File: src/rtl/bvcp_pkg.sv
// bvcp_pkg: shared types, constants and curve tables for the battery charge unit
// used by bvcp_div and battery_voltage_to_charge_percent_unit; no dependencies
`default_nettype none

package bvcp_pkg;

  localparam int CURVE_POINTS = 13;
  localparam int REAL_POINTS  = CURVE_POINTS - 1;
  localparam int IDX_W        = $clog2(REAL_POINTS);

  localparam int MV_W     = 16;
  localparam int PCTX_W   = 14;
  localparam int PROD_W   = PCTX_W + MV_W;
  localparam int QUOT_W   = PCTX_W;
  localparam int NOMV_W   = 8;
  localparam int PCT_W    = 7;
  localparam int DIGIT8_W = 8;

  localparam logic [NOMV_W-1:0] NOM_24 = 8'd24;
  localparam logic [NOMV_W-1:0] NOM_36 = 8'd36;
  localparam logic [NOMV_W-1:0] NOM_48 = 8'd48;

  localparam logic [MV_W-1:0] INFER_48_MV = 16'd42000;
  localparam logic [MV_W-1:0] INFER_36_MV = 16'd30000;

  localparam logic [PCTX_W-1:0] ROUND_HALF = 14'd50;
  localparam logic [PCT_W-1:0]  PCT_FULL   = 7'd100;
  localparam logic [PCT_W-1:0]  PCT_EMPTY  = 7'd0;

  // floor(v / 100) == (v * 5243) >> 19 for every v below 2**14
  localparam int               RECIP_W     = 13;
  localparam logic [RECIP_W-1:0] RECIP_100 = 13'd5243;
  localparam int               RECIP_SHIFT = 19;
  localparam int               SCALED_W    = PCTX_W + RECIP_W;

  typedef enum logic [1:0] {
    CURVE_24,
    CURVE_36,
    CURVE_48
  } curve_t;

  typedef enum logic [2:0] {
    ST_IDLE,
    ST_SEARCH,
    ST_SETUP,
    ST_MUL,
    ST_DIVGO,
    ST_DIVWAIT,
    ST_ROUND,
    ST_EMIT
  } state_t;

  localparam logic [PCTX_W-1:0] PCTX_TAB [REAL_POINTS] = '{
    14'd10000, 14'd9000, 14'd7500, 14'd6000, 14'd4500, 14'd3692,
    14'd3115,  14'd2000, 14'd1000, 14'd800,  14'd500,  14'd0
  };

  localparam logic [MV_W-1:0] MV_TAB_24 [REAL_POINTS] = '{
    16'd29000, 16'd27700, 16'd27000, 16'd26300, 16'd25600, 16'd25200,
    16'd25000, 16'd24500, 16'd24200, 16'd23800, 16'd23100, 16'd21000
  };

  localparam logic [MV_W-1:0] MV_TAB_36 [REAL_POINTS] = '{
    16'd40800, 16'd39500, 16'd38500, 16'd37500, 16'd36500, 16'd36000,
    16'd35600, 16'd35000, 16'd34500, 16'd34000, 16'd33000, 16'd31500
  };

  localparam logic [MV_W-1:0] MV_TAB_48 [REAL_POINTS] = '{
    16'd53800, 16'd51400, 16'd50100, 16'd48800, 16'd47500, 16'd46800,
    16'd46300, 16'd45500, 16'd44900, 16'd44200, 16'd42900, 16'd42000
  };

  function automatic logic [MV_W-1:0] curve_mv(input curve_t sel,
                                               input logic [IDX_W-1:0] idx);
    logic [MV_W-1:0] val;
    val = '0;
    if (int'(idx) < REAL_POINTS) begin
      unique case (sel)
        CURVE_24: val = MV_TAB_24[idx];
        CURVE_36: val = MV_TAB_36[idx];
        CURVE_48: val = MV_TAB_48[idx];
        default:  val = MV_TAB_24[idx];
      endcase
    end
    return val;
  endfunction

  function automatic logic [PCTX_W-1:0] curve_pctx(input logic [IDX_W-1:0] idx);
    logic [PCTX_W-1:0] val;
    val = '0;
    if (int'(idx) < REAL_POINTS) begin
      val = PCTX_TAB[idx];
    end
    return val;
  endfunction

endpackage

`default_nettype wire

File: src/rtl/bvcp_div.sv
// bvcp_div: restoring divider, one quotient bit per cycle
// depends on bvcp_pkg for widths; quotient must fit in QUOT_W bits
`default_nettype none

module bvcp_div (
  input  wire logic                        clk,
  input  wire logic                        rst,
  input  wire logic                        start,
  input  wire logic [bvcp_pkg::PROD_W-1:0] dividend,
  input  wire logic [bvcp_pkg::MV_W-1:0]   divisor,
  output logic                             done,
  output logic [bvcp_pkg::QUOT_W-1:0]      quotient
);

  localparam int MV_W   = bvcp_pkg::MV_W;
  localparam int QUOT_W = bvcp_pkg::QUOT_W;
  localparam int CNT_W  = $clog2(QUOT_W + 1);

  logic              busy;
  logic [CNT_W-1:0]  cnt;
  logic [MV_W-1:0]   rem;
  logic [MV_W-1:0]   rem_next;
  logic [MV_W:0]     shifted;
  logic [MV_W:0]     diff;
  logic              ge;

  // partial remainder stays below the divisor, so one extra bit suffices
  always_comb begin
    shifted  = {rem, quotient[QUOT_W-1]};
    diff     = shifted - {1'b0, divisor};
    ge       = (shifted >= {1'b0, divisor});
    rem_next = ge ? diff[MV_W-1:0] : shifted[MV_W-1:0];
  end

  always_ff @(posedge clk) begin
    if (rst) begin
      busy <= 1'b0;
      done <= 1'b0;
      cnt  <= '0;
    end else begin
      done <= 1'b0;
      if (start) begin
        busy <= 1'b1;
        cnt  <= CNT_W'(QUOT_W);
      end else if (busy) begin
        cnt <= cnt - 1'b1;
        if (cnt == CNT_W'(1)) begin
          busy <= 1'b0;
          done <= 1'b1;
        end
      end
    end
  end

  always_ff @(posedge clk) begin
    if (start) begin
      rem      <= dividend[bvcp_pkg::PROD_W-1:QUOT_W];
      quotient <= dividend[QUOT_W-1:0];
    end else if (busy) begin
      rem      <= rem_next;
      quotient <= {quotient[QUOT_W-2:0], ge};
    end
  end

endmodule

`default_nettype wire

File: src/rtl/battery_voltage_to_charge_percent_unit.sv
// battery_voltage_to_charge_percent_unit: pack voltage to state of charge in percent
// depends on bvcp_pkg (curve tables, types) and bvcp_div (serial divider)
//
//  channel | handshake              | payload
//  --------+------------------------+----------------------------
//  input   | in_valid / in_stall    | battery_mv [15:0]
//  output  | out_valid / out_stall  | charge_percent [6:0]
//  config  | cfg_write              | nominal_volts [7:0]
//
// after accept, a beat steps through the sequencer until the result is registered:
// the curve search walks one point per cycle (up to 12 points), then setup, multiply
// and the 14-step restoring divider follow on interpolated voltages
// in_stall stays high from accept until the result is loaded into the output register
// the output register holds one result, so a new beat is taken while it waits
// rst is synchronous; it clears the sequencer, out_valid and the nominal register
`default_nettype none

module battery_voltage_to_charge_percent_unit (
  input  wire logic                        clk,
  input  wire logic                        rst,
  input  wire logic                        cfg_write,
  input  wire logic [bvcp_pkg::NOMV_W-1:0] nominal_volts,
  input  wire logic                        in_valid,
  output logic                             in_stall,
  input  wire logic [bvcp_pkg::MV_W-1:0]   battery_mv,
  output logic                             out_valid,
  input  wire logic                        out_stall,
  output logic [bvcp_pkg::PCT_W-1:0]       charge_percent
);

  localparam int MV_W     = bvcp_pkg::MV_W;
  localparam int PCTX_W   = bvcp_pkg::PCTX_W;
  localparam int PROD_W   = bvcp_pkg::PROD_W;
  localparam int IDX_W    = bvcp_pkg::IDX_W;
  localparam int PCT_W    = bvcp_pkg::PCT_W;
  localparam int SCALED_W = bvcp_pkg::SCALED_W;
  localparam int D8_W     = bvcp_pkg::DIGIT8_W;
  localparam logic [IDX_W-1:0] LAST_IDX = IDX_W'(bvcp_pkg::REAL_POINTS - 1);

  bvcp_pkg::state_t state;
  bvcp_pkg::state_t state_next;

  // configuration register
  logic [bvcp_pkg::NOMV_W-1:0] nominal;

  // working registers for the beat in flight
  logic [MV_W-1:0]     mv;
  bvcp_pkg::curve_t    sel;
  bvcp_pkg::curve_t    sel_next;
  logic [IDX_W-1:0]    k;
  logic [MV_W-1:0]     dx;
  logic [MV_W-1:0]     diff;
  logic [PCTX_W-1:0]   dy;
  logic [PCTX_W-1:0]   y1;
  logic [PROD_W-1:0]   prod;
  logic [PCTX_W-1:0]   ysum;
  logic [PCT_W-1:0]    pct;

  // control decode
  logic in_fire;
  logic out_free;
  logic div_start;
  logic div_done;
  logic [PCTX_W-1:0] quot;

  // curve lookups: current point for the search, and the segment ends
  logic [MV_W-1:0]   pt_k;
  logic [MV_W-1:0]   pt_prev;
  logic [PCTX_W-1:0] pctx_k;
  logic [PCTX_W-1:0] pctx_prev;
  logic [IDX_W-1:0]  k_prev;
  logic              pt_hit;
  logic              seg_bad;

  // rounding through a reciprocal multiply
  logic [SCALED_W-1:0] scaled;
  logic [D8_W-1:0]     pct_raw;
  logic [PCT_W-1:0]    pct_round;

  assign in_fire  = in_valid && !in_stall;
  assign out_free = !out_valid || !out_stall;

  always_comb begin
    k_prev    = k - 1'b1;
    pt_k      = bvcp_pkg::curve_mv(sel, k);
    pt_prev   = bvcp_pkg::curve_mv(sel, k_prev);
    pctx_k    = bvcp_pkg::curve_pctx(k);
    pctx_prev = bvcp_pkg::curve_pctx(k_prev);
    pt_hit    = (pt_k <= mv);
    seg_bad   = (pt_prev <= pt_k);
  end

  // curve choice: a register value of 24, 36 or 48 wins, otherwise infer from the voltage
  always_comb begin
    if (nominal == bvcp_pkg::NOM_24) begin
      sel_next = bvcp_pkg::CURVE_24;
    end else if (nominal == bvcp_pkg::NOM_36) begin
      sel_next = bvcp_pkg::CURVE_36;
    end else if (nominal == bvcp_pkg::NOM_48) begin
      sel_next = bvcp_pkg::CURVE_48;
    end else if (battery_mv >= bvcp_pkg::INFER_48_MV) begin
      sel_next = bvcp_pkg::CURVE_48;
    end else if (battery_mv >= bvcp_pkg::INFER_36_MV) begin
      sel_next = bvcp_pkg::CURVE_36;
    end else begin
      sel_next = bvcp_pkg::CURVE_24;
    end
  end

  always_comb begin
    scaled    = ysum * bvcp_pkg::RECIP_100;
    pct_raw   = scaled[bvcp_pkg::RECIP_SHIFT +: D8_W];
    pct_round = (pct_raw > D8_W'(bvcp_pkg::PCT_FULL)) ? bvcp_pkg::PCT_FULL
                                                      : pct_raw[PCT_W-1:0];
  end

  // next state
  always_comb begin
    state_next = state;
    unique case (state)
      bvcp_pkg::ST_IDLE: begin
        if (in_fire) begin
          state_next = (battery_mv == '0) ? bvcp_pkg::ST_EMIT : bvcp_pkg::ST_SEARCH;
        end
      end
      bvcp_pkg::ST_SEARCH: begin
        if (pt_hit) begin
          state_next = (k == '0) ? bvcp_pkg::ST_EMIT : bvcp_pkg::ST_SETUP;
        end else if (k == LAST_IDX) begin
          state_next = bvcp_pkg::ST_EMIT;
        end
      end
      bvcp_pkg::ST_SETUP: begin
        state_next = seg_bad ? bvcp_pkg::ST_EMIT : bvcp_pkg::ST_MUL;
      end
      bvcp_pkg::ST_MUL:     state_next = bvcp_pkg::ST_DIVGO;
      bvcp_pkg::ST_DIVGO:   state_next = bvcp_pkg::ST_DIVWAIT;
      bvcp_pkg::ST_DIVWAIT: begin
        if (div_done) begin
          state_next = bvcp_pkg::ST_ROUND;
        end
      end
      bvcp_pkg::ST_ROUND:   state_next = bvcp_pkg::ST_EMIT;
      bvcp_pkg::ST_EMIT: begin
        if (out_free) begin
          state_next = bvcp_pkg::ST_IDLE;
        end
      end
      default: state_next = bvcp_pkg::ST_IDLE;
    endcase
  end

  // sequencer outputs
  always_comb begin
    in_stall  = (state != bvcp_pkg::ST_IDLE);
    div_start = (state == bvcp_pkg::ST_DIVGO);
  end

  always_ff @(posedge clk) begin
    if (rst) begin
      state <= bvcp_pkg::ST_IDLE;
    end else begin
      state <= state_next;
    end
  end

  always_ff @(posedge clk) begin
    if (rst) begin
      nominal <= '0;
    end else if (cfg_write) begin
      nominal <= nominal_volts;
    end
  end

  // datapath registers, loaded per sequencer step
  always_ff @(posedge clk) begin
    unique case (state)
      bvcp_pkg::ST_IDLE: begin
        mv  <= battery_mv;
        sel <= sel_next;
        k   <= '0;
        pct <= bvcp_pkg::PCT_EMPTY;
      end
      bvcp_pkg::ST_SEARCH: begin
        if (pt_hit) begin
          // at or above the full point reads 100
          if (k == '0) begin
            pct <= bvcp_pkg::PCT_FULL;
          end
        end else if (k != LAST_IDX) begin
          k <= k + 1'b1;
        end
      end
      bvcp_pkg::ST_SETUP: begin
        dx   <= pt_prev - pt_k;
        diff <= mv - pt_k;
        dy   <= (pctx_prev >= pctx_k) ? (pctx_prev - pctx_k) : '0;
        y1   <= pctx_k;
      end
      bvcp_pkg::ST_MUL: begin
        prod <= dy * diff;
      end
      bvcp_pkg::ST_DIVWAIT: begin
        if (div_done) begin
          ysum <= y1 + quot + bvcp_pkg::ROUND_HALF;
        end
      end
      bvcp_pkg::ST_ROUND: begin
        pct <= pct_round;
      end
      default: begin
      end
    endcase
  end

  // output register
  always_ff @(posedge clk) begin
    if (rst) begin
      out_valid <= 1'b0;
    end else if (state == bvcp_pkg::ST_EMIT && out_free) begin
      out_valid <= 1'b1;
    end else if (!out_stall) begin
      out_valid <= 1'b0;
    end
  end

  always_ff @(posedge clk) begin
    if (state == bvcp_pkg::ST_EMIT && out_free) begin
      charge_percent <= pct;
    end
  end

  // span is positive and diff < span, so the quotient stays below dy
  bvcp_div u_div (
    .clk      (clk),
    .rst      (rst),
    .start    (div_start),
    .dividend (prod),
    .divisor  (dx),
    .done     (div_done),
    .quotient (quot)
  );

endmodule

`default_nettype wire

File: config.mk
export PLATFORM = sky130hd
export DESIGN_NAME = battery_voltage_to_charge_percent_unit
export DESIGN_NICKNAME = d
export VERILOG_FILES = /design/src/rtl/bvcp_pkg.sv /design/src/rtl/bvcp_div.sv /design/src/rtl/battery_voltage_to_charge_percent_unit.sv
export SDC_FILE = /design/constraint.sdc
export NUM_CORES = 1
export LEC_CHECK = 0
export ABC_AREA = 1
export BUFFER_PORTS_ARGS = -buffer_cell sky130_fd_sc_hd__clkbuf_2
export CAP_MARGIN = 5
export CORE_MARGIN = 5
export CORE_UTILIZATION = 30
export DETAILED_ROUTE_END_ITERATION = 6
export GPL_TIMING_DRIVEN = 0
export PLACE_DENSITY = 0.54
export SLEW_MARGIN = 5
export SYNTH_ARGS = -nofsm -noshare
export SYNTH_HDL_FRONTEND = slang
export SYNTH_SLANG_ARGS = --single-unit
File: constraint.sdc
create_clock -name clk -period 11.7 [get_ports clk]
set_clock_uncertainty 0.2 [all_clocks]
set_input_delay 1.17 -clock clk [delete_from_list [all_inputs] [get_ports clk]]
set_output_delay 1.17 -clock clk [all_outputs]
set_load 0.05 [all_outputs]
### Word level (Yosys, flattened, before mapping)

Memories as Yosys holds them, arrays and structs flattened.
Index checks and enable logic that the tools add are counted.

* bitwise gates (word level): 3
* magnitude comparators: 11
* equal/unequal tests: 24
* mux-type cells: 55
* add/sub/neg operators: 9
* $mul: 2
* reduce and logical (&&, ||, !) cells: 20

Operators by type and width (number)
* $mux W16: 17
* $mux W14: 8
* $pmux W16 S2: 2
* $sub A16 B16 Y16: 3
* $le A16 B16 Y1: 2
* $mul A14 B16 Y30: 1
* $mul A14 B13 Y27 const B: 1
* $mux W3: 8
* $pmux W3 S8: 1
* $mux W7: 3
* $pmux W7 S3: 1
* $ge A17 B16 Y1: 1
* $eq A8 B6 Y1 const B: 2
* $ge A16 B15 Y1 const B: 1
* $ge A16 B16 Y1 const B: 1
* $logic_not A16 Y1: 1
* $mux W4: 4
* $add A14 B14 Y14: 1
* $add A14 B6 Y14 const B: 1
* $ge A14 B14 Y1: 1
* $sub A14 B14 Y14: 1
* $eq A3 B3 Y1 const B: 4
* $ne A2 B2 Y1 const B: 6
* $ge A5 B5 Y1 const B: 2
* other kinds (31): 51

* word-level logic and storage cells: 153
* register bits: 188
* memories: 8
* output and inout port bits: 9
* ROM bits: 1984
* input bits: 29

Memory list
* (name not given): words 16, bits a word 16, read ports 1, clocked after memory_dff 0, wr ports 0, RTL line bvcp_pkg.sv:82 `default: val = MV_TAB_24[idx];`
* (name not given): words 16, bits a word 16, read ports 1, clocked after memory_dff 0, wr ports 0, RTL line bvcp_pkg.sv:81 `CURVE_48: val = MV_TAB_48[idx];`
* (name not given): words 16, bits a word 16, read ports 1, clocked after memory_dff 0, wr ports 0, RTL line bvcp_pkg.sv:80 `CURVE_36: val = MV_TAB_36[idx];`
* (name not given): words 16, bits a word 16, read ports 1, clocked after memory_dff 0, wr ports 0, RTL line bvcp_pkg.sv:82
* (name not given): words 16, bits a word 16, read ports 1, clocked after memory_dff 0, wr ports 0, RTL line bvcp_pkg.sv:81
* (name not given): words 16, bits a word 16, read ports 1, clocked after memory_dff 0, wr ports 0, RTL line bvcp_pkg.sv:80
* +2 memories

### Longest topological paths before layout

* word-level depth: 10
* mapped depth: 27
* depth with buffers taken out: 27

### By module

A second synthesis with hierarchy kept.

* cell total of the unflattened synthesis: 3025
* area, all modules: 24036.8 um^2

Modules (own cells, without submodules)
* battery_voltage_to_charge_percent_unit: cells each 2605, times used 1, area each 21052.7 um^2, sequential area each 4354.2 um^2
* bvcp_div: cells each 420, times used 1, area each 2984.1 um^2, sequential area each 1021.0 um^2

### Worst setup path before layout

Ideal clock, no wire load.

* path type: reg2reg
* from: register dy[2]
* to: register prod[28], data pin
* stages on the path, launching flop included: 21
* arrival time: 5.252 ns
* slack: 5.983 ns
* clock period less this slack: 5.717 ns
* required time: 11.235 ns
* path buffers: 2
* setup time: 0.265 ns
* cells stage by stage: edfxtp_1 -> clkbuf_1 -> clkbuf_1 -> nand2_1 -> fa_1 -> inv_1 -> fa_1 -> fa_1 -> inv_1 -> fa_1 -> inv_1 -> fa_1 -> fa_1 -> ha_1 -> a21oi_1 -> o21ai_0 -> a21oi_1 -> o21ai_2 -> a21oi_1 -> o21ai_0 -> xor2_1

* longest elaborated chain between the ends: 1

RTL lines
* from (decl): RTL line battery_voltage_to_charge_percent_unit.sv:53 `logic [PCTX_W-1:0] dy;`
* from (signal assigned): RTL line battery_voltage_to_charge_percent_unit.sv:197 `dy <= (pctx_prev >= pctx_k) ? (pctx_prev - pctx_k) : '0;`
* $mul A14 B16 Y30: RTL line battery_voltage_to_charge_percent_unit.sv:201 `prod <= dy * diff;`
* to (signal assigned): RTL line battery_voltage_to_charge_percent_unit.sv:201
* to (decl): RTL line battery_voltage_to_charge_percent_unit.sv:55 `logic [PROD_W-1:0] prod;`

Every way passes these cells.
A chain may end at the register's enable or synchronous reset.

### Final worst setup path

* from: register dy[5]
* to: register prod[28], data pin

The elaborated chain is that of the path after synthesis.

==> impl_metrics.py <==
metrics = {
    "run_status": {
        "status": "finished, final reports clean",
    },
    "setup_path": {
        "critPathLaunchType": "flip-flop",
        "crit_path_end_kind": "flip-flop",
        "crit_required_ns": 11.77,
        "critical_path_class": "reg2reg",
        "cp.arrival_ns": 6.85,
        "path_max_fanout": 10,
    },
    "yosys": {
        "ys_ff_latch": 185,
        "syn_area_mm2": 0.02343,
        "synth_edf_count": 167,
        "ys_seq_area_frac": 0.2294,
        "synth.avg_cell_area_um2": 7.997,
        "yosysUniqueCellTypes": 51,
        "synth_ff_type": "edfxtp_1",
        "syn-num-nets": 3479,
        "synth-async-reset-ratio": 0,
        "synth.area.top_cells": "edfxtp_1 21%, fa_1 20%, ha_1 15%, inv_1 11%, nand2_1 10%",
        "yosysTopAreaCell": "edfxtp_1",
        "yosysWarnings": 0,
        "synth_cells": 2930,
        "synth_top_area_frac": 0.2140,
    },
    "clock_network": {
        "cts_setup_buffers": 0,
        "clk_pin_slew_worst_paths_ns": 0.07,
        "post_cts_resized": 0,
        "cts_root_buf": "clkbuf_16",
        "ctsHoldBuffers": 0,
        "worstSkewPairLatency_ns": 0.48,
        "clock_path_buffers": 2,
        "numCtsBuffers": 17,
        "htree_levels": 4,
        "cts_tree": "yes",
        "cts.sinks": 185,
    },
    "finish": {
        "fillCellCount": 8372,
        "n_antenna_cell": 0,
        "syn2layout_area_growth_pct": 9.483,
        "drive_above_1_share": 0.04161,
        "post-route-util": 0.3312,
        "nets": 3540,
        "fin_cells": 4044,
    },
    "timing": {
        "worst_slew_pin_slew_ns": 0.8131,
        "fmax_mhz": 147.4,
        "rsz0062_at_grt": "false",
        "final-max-slew-violation-count": 0,
        "hold_viol_final": 0,
        "final.setup.tns_ns": 0,
        "min_period_over_period": 0.5799,
        "period_minus_slack_ns": 6.785,
        "setup-violations-final": 0,
        "slew_headroom": 0.4522,
    },
    "floorplanning": {
        "die-area_mm2": 0.08380,
        "rows": 102,
        "core_area_mm2": 0.07747,
        "dieHeight_um": 289.5,
        "die_w_um": 289.5,
        "initial_core_util": 0.3025,
        "io_pins": 38,
    },
    "detailed_routing": {
        "routed-wl-met2_mm": 29.38,
        "routedWlPerCell_um": 16.04,
        "route.met3.wl_mm": 3.272,
        "first_pass_iters": 6,
        "route.top_layer_used": "met5",
        "drt_iter0_markers": 1375,
        "wl_mm": 64.87,
        "vias": 18750,
        "drtAntennaViolNets": 0,
        "route.detailed.drc": 0,
        "vias_per_cell": 4.637,
        "wl_met1_mm": 30.50,
    },
    "global_route": {
        "grt_max_degree": 34,
        "grt.overflow.total": 0,
        "antenna_found_initial": 1,
        "first_global_vias": 18800,
        "grtUsageTotal": 0.1576,
        "grt_pass1_wl_mm": 103.8,
    },
    "place": {
        "gp_congestion": 0.9744,
        "io_buffers": 37,
        "placed_cells": 4011,
        "hpwlAfterDp_mm": 54.17,
    },
    "worst_hold_path": {
        "hold_path.class": "reg2reg",
    },
    "flow_run": {
        "maxCapViolations": 0,
    },
}
[cell usage after synthesis (3+ instances only)]
library cell / number
o21a_1: 4
inv_2: 5
o2111ai_1: 3
or2_2: 5
xnor2_1: 32
dfxtp_1: 18
o21bai_1: 6
nand2_2: 7
nand3b_1: 7
o211ai_1: 8
o21ai_0: 120
o31ai_1: 7
inv_1: 667
fa_1: 232
nor2_1: 193
a31oi_1: 14
a21o_1: 7
nand4_1: 20
nand2_1: 649
edfxtp_1: 167
o311ai_1: 4
o21ai_1: 21
xor2_1: 54
a211oi_1: 4
clkbuf_1: 69
ha_1: 288
a21oi_1: 146
o22ai_1: 5
buf_2: 8
nor2_2: 7
nor3_1: 28
nor4_1: 10
o221ai_1: 3
nand3_1: 82
o21ai_2: 7
[sequential cells by signal, summed over array words and instances, names as in the netlist, 14 cells and up]
register        cells
prod               30
diff               16
mv                 16
u_div.rem          16
dx                 14
dy                 14
u_div.quotient     14
ysum               14
[logic make-up (layout without fill, tap and decap cells)]
family,after synthesis,after routing,synth area share
compound gates,371,371,0.08890
simple gates,1012,1012,0.1752
flops,185,185,0.2294
buf+inv,756,830,0.1223
xor+xnor,86,86,0.03214
fa+ha+maj,520,520,0.3520
[per-layer routing]
layer | vias up | global-route usage
met1 | 8839 | 0.2208
li1 | 9300 | -
met5 | - | 0
met2 | 503 | 0.2563
met4 | 2 | 0.04561
met3 | 110 | 0.02022
[path summary, 6_finish.rpt]
kind	depth (start not counted)	slack, ns	startpoint	to
max	20	4.92	dy[5]	prod[28]
min	0	0.22	pct[5]	charge_percent[5]
max reg2reg	20	4.92	dy[5]	prod[28]
min reg2reg	0	0.22	pct[5]	charge_percent[5]
[area by class of cell]
class                           count  area (um2)  share of cell area
Tap cell                         1040        1301             0.05072
Multi-Input combinational cell   1989       15210              0.5931
Buffer                             82       336.6             0.01312
Clock inverter                     15       183.9            0.007169
Timing Repair Buffer               42       287.8             0.01122
Inverter                          674        2530             0.09862
Clock buffer                       17       425.4             0.01658
Sequential cell                   185        5375              0.2095
[placed cells by master (no fill, tap or decap), drive strengths merged, types with 10 or more instances in the layout]
master	Yosys	final
inv	672	678
nand2	656	656
ha	288	288
fa	232	232
nor2	200	200
edfxtp	167	167
o21ai	148	148
a21oi	147	147
clkbuf	69	123
nand3	83	83
xor2	54	54
xnor2	32	32
nor3	28	28
nand4	20	20
dfxtp	18	18
buf	13	18
a31oi	14	14
nor4	10	10
[critical path: stages, from the launching register on]
cell	delay [ns]
edfxtp_1	0.33
clkbuf_1	0.57
clkbuf_1	0.48
nand2_1	0.15
fa_1	0.58
fa_1	0.47
fa_1	0.55
inv_1	0.06
fa_1	0.47
inv_1	0.05
fa_1	0.39
fa_1	0.51
inv_1	0.04
ha_1	0.35
a21oi_1	0.25
o21ai_0	0.11
a21oi_1	0.16
o21ai_2	0.10
a21oi_1	0.29
o21ai_0	0.16
xor2_1	0.30
[per-stage QoR]
stage	setup WS, ns	instance area (um2)	hold WS [ns]
floorplan	5.983	23430	0.2003
global placement	4.946	24920	0.2021
detailed placement	4.965	25020	0.2045
CTS	4.928	25630	0.2225
global route	4.520	25650	0.2383
finish	4.915	25650	0.2213
Power is not shown: default switching activity piles up to over one toggle a cycle in this logic, so the estimate is an artifact.
